**config.mk**
```make
export PLATFORM = sky130hd
export DESIGN_NAME = sem_fifo
export DESIGN_NICKNAME = d
export VERILOG_FILES = /design/src/sem_pkg.sv /design/src/sem_fifo.sv
export SDC_FILE = /design/constraint.sdc
export NUM_CORES = 1
export LEC_CHECK = 0
export BUFFER_PORTS_ARGS = -buffer_cell sky130_fd_sc_hd__buf_2
export CAP_MARGIN = 20
export CORE_MARGIN = 10
export CORE_UTILIZATION = 57
export DETAILED_ROUTE_END_ITERATION = 10
export PLACE_DENSITY = 0.79
export SYNTH_ARGS = -nofsm -noshare
export SYNTH_HDL_FRONTEND = slang
export SYNTH_SLANG_ARGS = --single-unit
```
**constraint.sdc**
```tcl
create_clock -name clk -period 11 [get_ports clk]
set_input_delay 0.55 -clock clk [delete_from_list [all_inputs] [get_ports clk]]
set_output_delay 0.55 -clock clk [all_outputs]
set_load 0.03 [all_outputs]
```
**src/sem_pkg.sv**
```systemverilog
// ----------------------------------------------------------------------------
// Sobel edge magnitude package
// Shared widths, constants and the pixel/job types.
// ----------------------------------------------------------------------------
package sem_pkg;
  localparam int unsigned MAX_WIDTH_DEF = 1024;
  localparam int unsigned HEIGHT_LIMIT  = 4096;
  localparam int unsigned WIDTH_W       = 11;
  localparam int unsigned HEIGHT_W      = 13;
  localparam int unsigned CFG_ADDR_W    = 1;
  localparam int unsigned CFG_DATA_W    = 13;
  localparam logic [CFG_ADDR_W-1:0] REG_WIDTH  = 1'd0;
  localparam logic [CFG_ADDR_W-1:0] REG_HEIGHT = 1'd1;
  localparam logic [WIDTH_W-1:0]  WIDTH_RESET  = 11'd640;
  localparam logic [HEIGHT_W-1:0] HEIGHT_RESET = 13'd480;
  localparam int unsigned SQ_W = 21;   // gx^2+gy^2 <= 2*1020^2

  typedef struct packed {
    logic [7:0] alpha;
    logic [7:0] blue;
    logic [7:0] green;
    logic [7:0] red;
  } pixel_t;

  typedef struct packed {
    pixel_t [8:0] win;
    logic         interior;
    logic         last;
  } job_t;
endpackage

```
**src/sem_fifo.sv**
```systemverilog
// ----------------------------------------------------------------------------
// Job queue
// Small register FIFO between front and back ends.
// ----------------------------------------------------------------------------
module sem_fifo #(
  parameter int unsigned DEPTH = 4
) (
  input  logic          clk,
  input  logic          rst_n,
  input  logic          push,
  input  sem_pkg::job_t din,
  input  logic          pop,
  output logic          empty,
  output logic [$clog2(DEPTH):0] count,
  output sem_pkg::job_t dout
);
  localparam int unsigned PW = $clog2(DEPTH);
  sem_pkg::job_t mem_r [DEPTH];
  logic [PW-1:0] wp_r, rp_r;
  logic [PW:0]   cnt_r;

  always_ff @(posedge clk) begin
    if (!rst_n) begin
      wp_r  <= '0;
      rp_r  <= '0;
      cnt_r <= '0;
    end else begin
      if (push) wp_r <= wp_r + PW'(1);
      if (pop)  rp_r <= rp_r + PW'(1);
      cnt_r <= cnt_r + (PW+1)'(push) - (PW+1)'(pop);
    end
  end
  always_ff @(posedge clk) begin
    if (push) mem_r[wp_r] <= din;
  end
  assign empty = (cnt_r == '0);
  assign count = cnt_r;
  assign dout  = mem_r[rp_r];
endmodule

```
==> impl_metrics.yaml <==
status:
  status: "complete, no violations"
clock_tree:
  cts.path.max_buffers: 3
  clk_latency_ps: 670
  htreeDepth: 3
  cts_sinks: 1169
  clk_pin_slew_ps: 60
  tritoncts: "yes"
  post_cts_buffers: 0
  cts_inserted_buffers: 111
  cts-root-buf: "clkbuf_16"
  hold_buffers: 0
  cts_resized: 0
grt:
  grt_max_degree: 161
  gr-total-overflow: 0
  grt_pass1_vias: 20800
  antenna_found_initial: 49
  track_usage_pct: 22.3
  grt_pass1_wl_mm: 141
sta:
  slew_viol_final: 0
  min_period_over_period_pct: 44.9
  relSlewSlack_pct: 17.2
  finalHoldViolCount: 0
  fmax_ghz: 0.203
  worst_slew_pin_slew_ps: 1240
  setup_viol: 0
  fin_worst_skew_ps: 49.6
  rsz0062_at_grt: "no"
  finalSetupTns_ps: 0
  worst_slack_ps: 6060
  fin_crit_ps: 4940
route:
  wl_mm: 96.0
  viasPerCell: 5.93
  ant_nets: 0
  drtIter0Drc: 1738
  vias: 19500
  wire_per_inst_um: 29.1
  first_pass_iters: 5
  drc: 0
final_layout:
  multiInputGateArea_um2: 6770
  register_area_um2: 35000
  finalNetCount: 2511
  fill_cells: 4256
  final_layout_size_suffix_gt1_share_pct: 46.2
  area_growth_pct: 18.4
placed_design:
  port_buffers: 587
  dp_worst_setup_slack_ps: 6650
  dp_hpwl_mm: 57.2
  gp_congestion: 0.783
floorplan:
  io_pins: 588
  die_x_um: 292
  core_um2: 73200
  rows: 99
  chipHeight_um: 292
  die-area_um2: 85300
  start_util_pct: 57.6
logic_synthesis:
  synth_nets: 1857
  seq_area_frac_synth_pct: 83.0
  synthCells: 1556
  synth_cell_types: 19
  avgSynthCellArea_um2: 27.1
  yosysWarnings: 0
  syn_area_um2: 42200
  synth_seq_cells: 1169
worst_setup_path:
  path_class: "flop to output port"
  cp-end-kind: "output port"
  start_kind: "flop"
  cp.arrival_ps: 4390
  worstPathRequired_ps: 10450
  crit_fanout: 106
min_path:
  hold_path.class: "input port to flop"
pwr:
  power_leakage_nw: 16.7
  irDropWorstVdd_mv: 0.248
  power_density_nw_per_um2: 203
job:
  maxCapViolCount: 0
==> final cells by class <==
type	instances	share of cell area (%)
sequential	1169	70.2
multi-input combinational	316	13.6
timing repair buffer	605	6.33
clock buffer	128	5.69
tap	959	2.40
clock inverter	74	1.62
antenna	36	0.180
inverter	7	0.0526
==> cells in the mapped netlist, drive strengths merged <==
library cell     n  area, µm²
a21bo            1       10.0
xnor2            2       17.5
nand3b           1       7.51
nor3             1       5.00
mux2i            1       10.0
fa               1       20.0
inv              7       26.3
clkbuf           2       7.51
ha               6       75.1
buf             62        358
dfxtp            9        180
and2             6       37.5
a21oi            1       5.00
edfxtp        1160      34800
mux4           290       6530
xor3             1       23.8
nor2             5       18.8
==> registers in the layout (all words and copies together) (netlist names), named ones only <==
name	cells
count	3
mem_r	1160
wp_r	2
rp_r	2
==> metrics by stage <==
step | total power (W) | cells | cell area [µm²] | hold slack [ps] | util [%]
2_1_floorplan | 0.00609 | 1556 | 42200 | 499 | -
3_3_place_gp | 0.00642 | 3056 | 46200 | 503 | 63.1
3_5_place_dp | 0.00646 | 3056 | 46200 | 523 | 63.1
4_1_cts | 0.0102 | 3258 | 49800 | 29.6 | 68.1
5_1_grt | 0.0104 | 3277 | 49900 | 55.8 | 68.1
6_report | 0.0101 | 3294 | 49900 | 84.1 | 68.2
==> final timing paths <==
| check | from | end | slack, ps | cells after the start |
|---|---|---|---|---|
| worst max-delay path | flop | dout[228] | 6060 | 5 |
| worst min-delay path | din[166] | mem_r[2][166]$_DFFE_PP_ | 80 | 1 |
| worst max register to register | wp_r[0]$_SDFFE_PN0P_ | mem_r[0][173]$_DFFE_PP_ | 7670 | 5 |
| worst min register to register | rp_r[1]$_SDFFE_PN0P_ | flop | 570 | 2 |
==> critical path, cell delays in order (launching register included) <==
cell,delay [ps]
dfxtp_4,720
buf_4,600
buf_4,600
buf_12,590
mux4_2,670
buf_2,210
==> cells in the final DEF (no fill, tap or decap), types with 2 or more instances in the layout <==
cell / n
clkinv_1: 24
diode_2: 36
bufinv_16: 13
clkinv_4: 2
buf_12: 7
buf_2: 587
dfxtp_4: 2
dfxtp_1: 7
clkbuf_16: 111
mux4_2: 290
edfxtp_1: 1160
inv_6: 3
inv_1: 7
nor2_1: 5
and2_1: 2
xnor2_1: 2
clkinv_2: 22
buf_4: 11
clkbuf_1: 17
ha_1: 6
and2_4: 4
clkinvlp_4: 5
clkinv_16: 4
==> power by group <==
part | switching [W] | internal, W | leakage, nW
clock network | 0.00160 | 0.00216 | 1.77
logic | 0.000774 | 0.000400 | 4.15
registers | 0.0000681 | 0.00513 | 10.7
==> cell families (layout without fill, tap and decap cells) <==
logic type               after synthesis  in the layout  synth area share (%)
flip-flops                          1169           1169                  83.0
multiplexers                         291            291                  15.5
buffers and inverters                 71            814                 0.929
AND/OR/NAND/NOR                       13             13                 0.163
adder cells (fa/ha/maj)                7              7                 0.226
XOR/XNOR                               3              3                0.0979
AO/OA/AOI/OAI                          2              2                0.0356
other                                  0             36                     0
==> per-layer routing <==
metal | global-route usage [%] | wire length, µm | vias up
met4 | 8.19 | 2880 | 34
met3 | 8.13 | 9940 | 198
met1 | 27.3 | 34000 | 10300
li1 | - | - | 8152
met2 | 36.2 | 48900 | 882
met5 | 0 | 222 | -
Note: power is estimated with default switching activity, not from simulation.
