==> src/sem_pkg.sv <==
// ----------------------------------------------------------------------------
// Sobel edge magnitude package
// Shared widths, constants and the pixel/job types.
// ----------------------------------------------------------------------------
package sem_pkg;
  localparam int unsigned MAX_WIDTH_DEF = 1024;
  localparam int unsigned HEIGHT_LIMIT  = 4096;
  localparam int unsigned WIDTH_W       = 11;
  localparam int unsigned HEIGHT_W      = 13;
  localparam int unsigned CFG_ADDR_W    = 1;
  localparam int unsigned CFG_DATA_W    = 13;
  localparam logic [CFG_ADDR_W-1:0] REG_WIDTH  = 1'd0;
  localparam logic [CFG_ADDR_W-1:0] REG_HEIGHT = 1'd1;
  localparam logic [WIDTH_W-1:0]  WIDTH_RESET  = 11'd640;
  localparam logic [HEIGHT_W-1:0] HEIGHT_RESET = 13'd480;
  localparam int unsigned SQ_W = 21;   // gx^2+gy^2 <= 2*1020^2

  typedef struct packed {
    logic [7:0] alpha;
    logic [7:0] blue;
    logic [7:0] green;
    logic [7:0] red;
  } pixel_t;

  typedef struct packed {
    pixel_t [8:0] win;
    logic         interior;
    logic         last;
  } job_t;
endpackage

==> src/sem_stream_if.sv <==
// ----------------------------------------------------------------------------
// Pixel stream interface
// Valid/ready channel carrying an RGBA pixel plus one flag bit.
// ----------------------------------------------------------------------------
interface sem_stream_if;
  logic           valid;
  logic           ready;
  sem_pkg::pixel_t pix;
  logic           flag;
  modport source (output valid, output pix, output flag, input ready);
  modport sink   (input valid, input pix, input flag, output ready);
endinterface

==> src/sem_back.sv <==
// ----------------------------------------------------------------------------
// Sobel back end
// Gradients, squared magnitude, bit-serial rounded square root per channel.
// ----------------------------------------------------------------------------
module sem_back (
  input  logic          clk,
  input  logic          rst_n,
  input  logic          job_valid,
  input  sem_pkg::job_t job,
  output logic          job_take,
  sem_stream_if.source  out_ch
);
  localparam logic [1:0] ST_IDLE = 2'd0;
  localparam logic [1:0] ST_SQ   = 2'd1;
  localparam logic [1:0] ST_ROOT = 2'd2;
  localparam logic [1:0] ST_OUT  = 2'd3;

  logic [1:0] st_r;
  logic [3:0] it_r;
  sem_pkg::job_t j_r;
  logic signed [10:0] gx_r [3], gy_r [3];
  logic [sem_pkg::SQ_W+1:0] s_r [3];   // 4*s, remainder
  logic [11:0] q_r [3];                // root of 4s, yields 2n+1 bound
  logic [7:0]  res [3];

  function automatic logic signed [10:0] ch(input sem_pkg::pixel_t p, input int i);
    logic [7:0] v;
    v = (i == 0) ? p.red : (i == 1) ? p.green : p.blue;
    return 11'(v);
  endfunction

  assign job_take = (st_r == ST_IDLE) && job_valid;

  // isqrt of 4s gives m=floor(2*sqrt(s)); n = ceil-tie = floor((m+1)/2)
  always_ff @(posedge clk) begin
    if (!rst_n) begin
      st_r <= ST_IDLE;
      it_r <= '0;
    end else begin
      case (st_r)
        ST_IDLE: if (job_valid) st_r <= ST_SQ;
        ST_SQ: begin
          st_r <= ST_ROOT;
          it_r <= 4'd11;
        end
        ST_ROOT: if (it_r == 4'd0) st_r <= ST_OUT;
                 else it_r <= it_r - 4'd1;
        ST_OUT: if (out_ch.ready) st_r <= ST_IDLE;
        default: st_r <= ST_IDLE;
      endcase
    end
  end

  always_ff @(posedge clk) begin
    if (job_take) begin
      j_r <= job;
      for (int i = 0; i < 3; i++) begin
        gx_r[i] <= (ch(job.win[2], i) + (ch(job.win[5], i) <<< 1) + ch(job.win[8], i))
                 - (ch(job.win[0], i) + (ch(job.win[3], i) <<< 1) + ch(job.win[6], i));
        gy_r[i] <= (ch(job.win[0], i) + (ch(job.win[1], i) <<< 1) + ch(job.win[2], i))
                 - (ch(job.win[6], i) + (ch(job.win[7], i) <<< 1) + ch(job.win[8], i));
      end
    end
    if (st_r == ST_SQ) begin
      for (int i = 0; i < 3; i++) begin
        s_r[i] <= ((sem_pkg::SQ_W+2)'(gx_r[i] * gx_r[i])
                 + (sem_pkg::SQ_W+2)'(gy_r[i] * gy_r[i])) << 2;
        q_r[i] <= '0;
      end
    end
    if (st_r == ST_ROOT) begin
      for (int i = 0; i < 3; i++) begin
        logic [23:0] t;
        logic [23:0] cand;
        t = 24'(q_r[i]) << (it_r + 5'd1);
        cand = t + (24'd1 << (5'(it_r) << 1));
        if (24'(s_r[i]) >= cand) begin
          s_r[i] <= (sem_pkg::SQ_W+2)'(24'(s_r[i]) - cand);
          q_r[i] <= q_r[i] | (12'd1 << it_r);
        end
      end
    end
  end

  always_comb begin
    for (int i = 0; i < 3; i++) begin
      logic [12:0] n;
      n = (13'(q_r[i]) + 13'd1) >> 1;
      res[i] = (n > 13'd255) ? 8'd255 : n[7:0];
    end
  end

  assign out_ch.valid     = (st_r == ST_OUT);
  assign out_ch.pix.red   = j_r.interior ? res[0] : j_r.win[4].red;
  assign out_ch.pix.green = j_r.interior ? res[1] : j_r.win[4].green;
  assign out_ch.pix.blue  = j_r.interior ? res[2] : j_r.win[4].blue;
  assign out_ch.pix.alpha = j_r.win[4].alpha;
  assign out_ch.flag      = j_r.last;
endmodule

==> src/flat_wrapper.sv <==
// flat-port wrapper written by rule: the top's interface ports become plain ports
module sem_back_flat 
  (clk, rst_n, job_valid, job, job_take, out_ch_valid, out_ch_pix, out_ch_flag, out_ch_ready);
  sem_stream_if out_ch_i ();
  input  logic clk;
  input  logic rst_n;
  input  logic job_valid;
  input  sem_pkg::job_t job;
  output logic job_take;
  output wire logic [$bits(out_ch_i.valid)-1:0] out_ch_valid;
  output wire logic [$bits(out_ch_i.pix)-1:0] out_ch_pix;
  output wire logic [$bits(out_ch_i.flag)-1:0] out_ch_flag;
  input wire logic [$bits(out_ch_i.ready)-1:0] out_ch_ready;
  assign out_ch_valid = out_ch_i.valid;
  assign out_ch_pix = out_ch_i.pix;
  assign out_ch_flag = out_ch_i.flag;
  assign out_ch_i.ready = out_ch_ready;
  sem_back u_core (.clk(clk), .rst_n(rst_n), .job_valid(job_valid), .job(job), .job_take(job_take), .out_ch(out_ch_i));
endmodule
==> config.mk <==
export PLATFORM = sky130hd
export DESIGN_NAME = sem_back_flat
export DESIGN_NICKNAME = d
export VERILOG_FILES = /design/src/sem_pkg.sv /design/src/sem_stream_if.sv /design/src/sem_back.sv /design/src/flat_wrapper.sv
export SDC_FILE = /design/constraint.sdc
export NUM_CORES = 2
export LEC_CHECK = 0
export BUFFER_PORTS_ARGS = -buffer_cell sky130_fd_sc_hd__buf_2
export CAP_MARGIN = 20
export CORE_AREA = 4 4 278 280
export DETAILED_ROUTE_END_ITERATION = 8
export DIE_AREA = 0 0 282 284
export PLACE_DENSITY = 0.84
export SLEW_MARGIN = 20
export SYNTH_ARGS = -nofsm -noshare
export SYNTH_HDL_FRONTEND = slang
export SYNTH_SLANG_ARGS = --single-unit
==> constraint.sdc <==
create_clock -name clk -period 24.2 [get_ports clk]
set_input_delay 4.84 -clock clk [delete_from_list [all_inputs] [get_ports clk]]
set_output_delay 4.84 -clock clk [all_outputs]
set_load 0.02 [all_outputs]
==> reports/results.tsv <==
stage	metric	value	unit
detailed_routing	dr.first_iter.drc_count	1935	
cts	ctsResizeCount	0	
synth	syn_avg_cell_area	9.58	sq um
critical_path	r2r_end	u_core.s_r[0][50]	
synth	synth_top_area_share	32.6	%
timing	setup_ws	13570	ps
detailed_routing	via_count	34818	
detailed_routing	wl_per_cell	17.0	um
global_routing	first_global_vias	37508	
critical_path	crit_fanout	43	
synth	syn_nets	6655	
global_routing	grt_overflow	0	
timing	hold_viol_final	0	
cts	clk_path_buf_depth	3	
cts	clockRootBuffer	clkbuf_16	
min_path	whs_path_depth	2	
detailed_routing	drt_wl_total	105000	um
global_routing	use_met1	35.8	%
timing	relSlewSlack	29.2	%
critical_path	startpoint_type	primary input	
cts	insertion_delay	590	ps
global_routing	grt_use_met3	4.25	%
global_routing	grt-busiest-layer	met2	
die	num_io_pins	329	
global_routing	track_usage	27.1	%
timing	finalSetupTns	0	ps
timing	rsz0062_at_grt	no	
die	initial_utilization	64.8	%
min_path	hold_end	u_core.st_r[1]	
finish	multi_input_area	0.0371	sq mm
timing	fin_crit_sh	43.9	%
timing	min_period	10630	ps
cts	clock_sinks	211	
synth	synth.area.top_cells	fa_1, ha_1, edfxtp_1, inv_1, xnor2_1	
timing	tightest_slew	1040	ps
outcome	status	completed	
synth	synth_common_cells	inv_1, fa_1, ha_1	
die	die-area	0.0801	sq mm
timing	holdWs	563	ps
critical_path	critPathKind	in2out	
detailed_routing	dr.pass1.iters	6	
die	rows	100	
critical_path	rr_worst_depth	30	
die	fp.dieW	282	um
critical_path	end_kind	output pin	
critical_path	cp.required	19360	ps
synth	syn_area	0.0482	sq mm
synth	post-synth-top-count-cell	inv_1	
timing	max_freq	94.1	MHz
global_routing	grt_util_met2	46.1	%
critical_path	r2r_setup_slack	14380	ps
placed_design	routabilityCongestion	0.939	
critical_path	regToRegStartpoint	u_core.it_r[0]	
die	core	0.0744	sq mm
finish	fill_cells	5454	
timing	setup_violations	0	
min_path	hold_class	reg2reg	
synth	netlist_instances	5036	
cts	cts_max_level	1	
cts	postCtsSetupBuffers	0	
min_path	min_from	u_core.st_r[1]	
cts	path_clk_slew	60	ps
global_routing	grt_pass1_wl	178000	um
global_routing	grt_max_degree	75	
die	die_h	284	um
finish	finish.utilization	68.7	%
flow_run	cap_viol_max_count	0	
global_routing	antenna_found_initial	12	
critical_path	arrival	5790	ps
finish	drive_above_1_share	8.21	%
cts	numCtsBuffers	28	
finish	synthToLayoutAreaGrowth	6.09	%
synth	synth_cell_types	97	
cts	cts_hold_buf	0	
timing	skew	16.2	ps
finish	final-seq-area	0.00628	sq mm
placed_design	hpwl	88400	um
timing	final_max_slew_viol_count	0	
detailed_routing	vias_per_cell	5.62	
synth	dominantRegCellSynth	edfxtp_1	
synth	async_flop_share	0	%
placed_design	placement.io_buffers	264	
placed_design	place_ws	13540	ps
detailed_routing	antenna_left	0	
cts	cts_tree	yes	
synth	synth_warnings	0	
synth	ys_seq_area_share	13.0	%
synth	synth_top_cell_by_area	fa_1	
synth	synth_edf_count	205	
synth	ys_ff_latch	211	
detailed_routing	drc	0	
finish	nets	6824	
metal layers:
metal,up-vias,wire length (um)
met5,-,69
met4,10,3410
met3,242,7230
met2,1059,51400
met1,17138,43200
li1,16369,-
cell families (layout without fill, tap and decap cells):
family	Yosys count	in the layout	share of synthesized area, %
adders and majority gates	1325	1325	46.6
buffers and inverters	1257	1445	10.1
and+or+nand+nor	993	993	9.99
AOI/OAI and AO/OA	705	705	9.54
xor gates and xnor gates	397	397	7.21
DFF	211	211	13.0
muxes	148	148	3.57
other	0	7	0
area by class of cell:
type / count / area share (%)
Multi-Input combinational cell: 3568 / 72.5
Sequential cell: 211 / 12.3
Inverter: 1116 / 8.19
Timing Repair Buffer: 280 / 2.82
Tap cell: 969 / 2.37
Clock buffer: 30 / 1.43
Clock inverter: 19 / 0.367
Antenna cell: 7 / 0.0342
flip-flops by register name, indices dropped and copies added (netlist names):
register,count
u_core.out_ch.pix,8
u_core.out_ch.flag,1
u_core.j_r,25
u_core.gx_r,33
u_core.s_r,69
u_core.q_r,36
u_core.st_r,2
u_core.it_r,4
u_core.gy_r,33
through the flow:
stage,instances,cell area (sq um)
2_1_floorplan,5036,48200
3_3_place_gp,6144,50200
3_5_place_dp,6144,50200
4_1_cts,6193,51200
5_1_grt,6200,51200
6_report,6200,51200
worst max-delay path: stages:
cell	delay (ps)
buf_2	90
and2_4	560
buf_2	290
cells in the final DEF (no fill, tap or decap), types with 28 or more instances in the layout:
cell,synthesis,layout
inv_1,1115,1115
fa_1,786,786
ha_1,539,537
nor2_1,300,300
xnor2_1,282,282
buf_2,11,264
nand2_1,251,251
a21oi_1,246,246
edfxtp_1,205,205
and2_1,156,155
xor2_1,115,115
nor2b_1,99,99
o21ai_0,97,95
mux2i_1,91,91
o21bai_1,77,77
a21o_1,70,70
and3_1,40,40
nand3_1,37,37
mux2_2,33,33
clkbuf_16,0,29
a31oi_1,28,28
nor3_1,28,28
worst max path at each step:
stage | cells past startpoint | slack (ps) | from | to
final | 3 | 13570 | job_valid | job_take
after global routing | 3 | 13460 | job_valid | job_take
after CTS | 3 | 13550 | job_valid | job_take
after detailed placement | 3 | 13540 | job_valid | job_take
after global placement | 3 | 13560 | job_valid | job_take
after floorplan | 1 | 12090 | job_valid | job_take
Power is left out: the tool's default activity adds up to more than one toggle a clock period on the data nets, which glitch-free logic cannot reach.
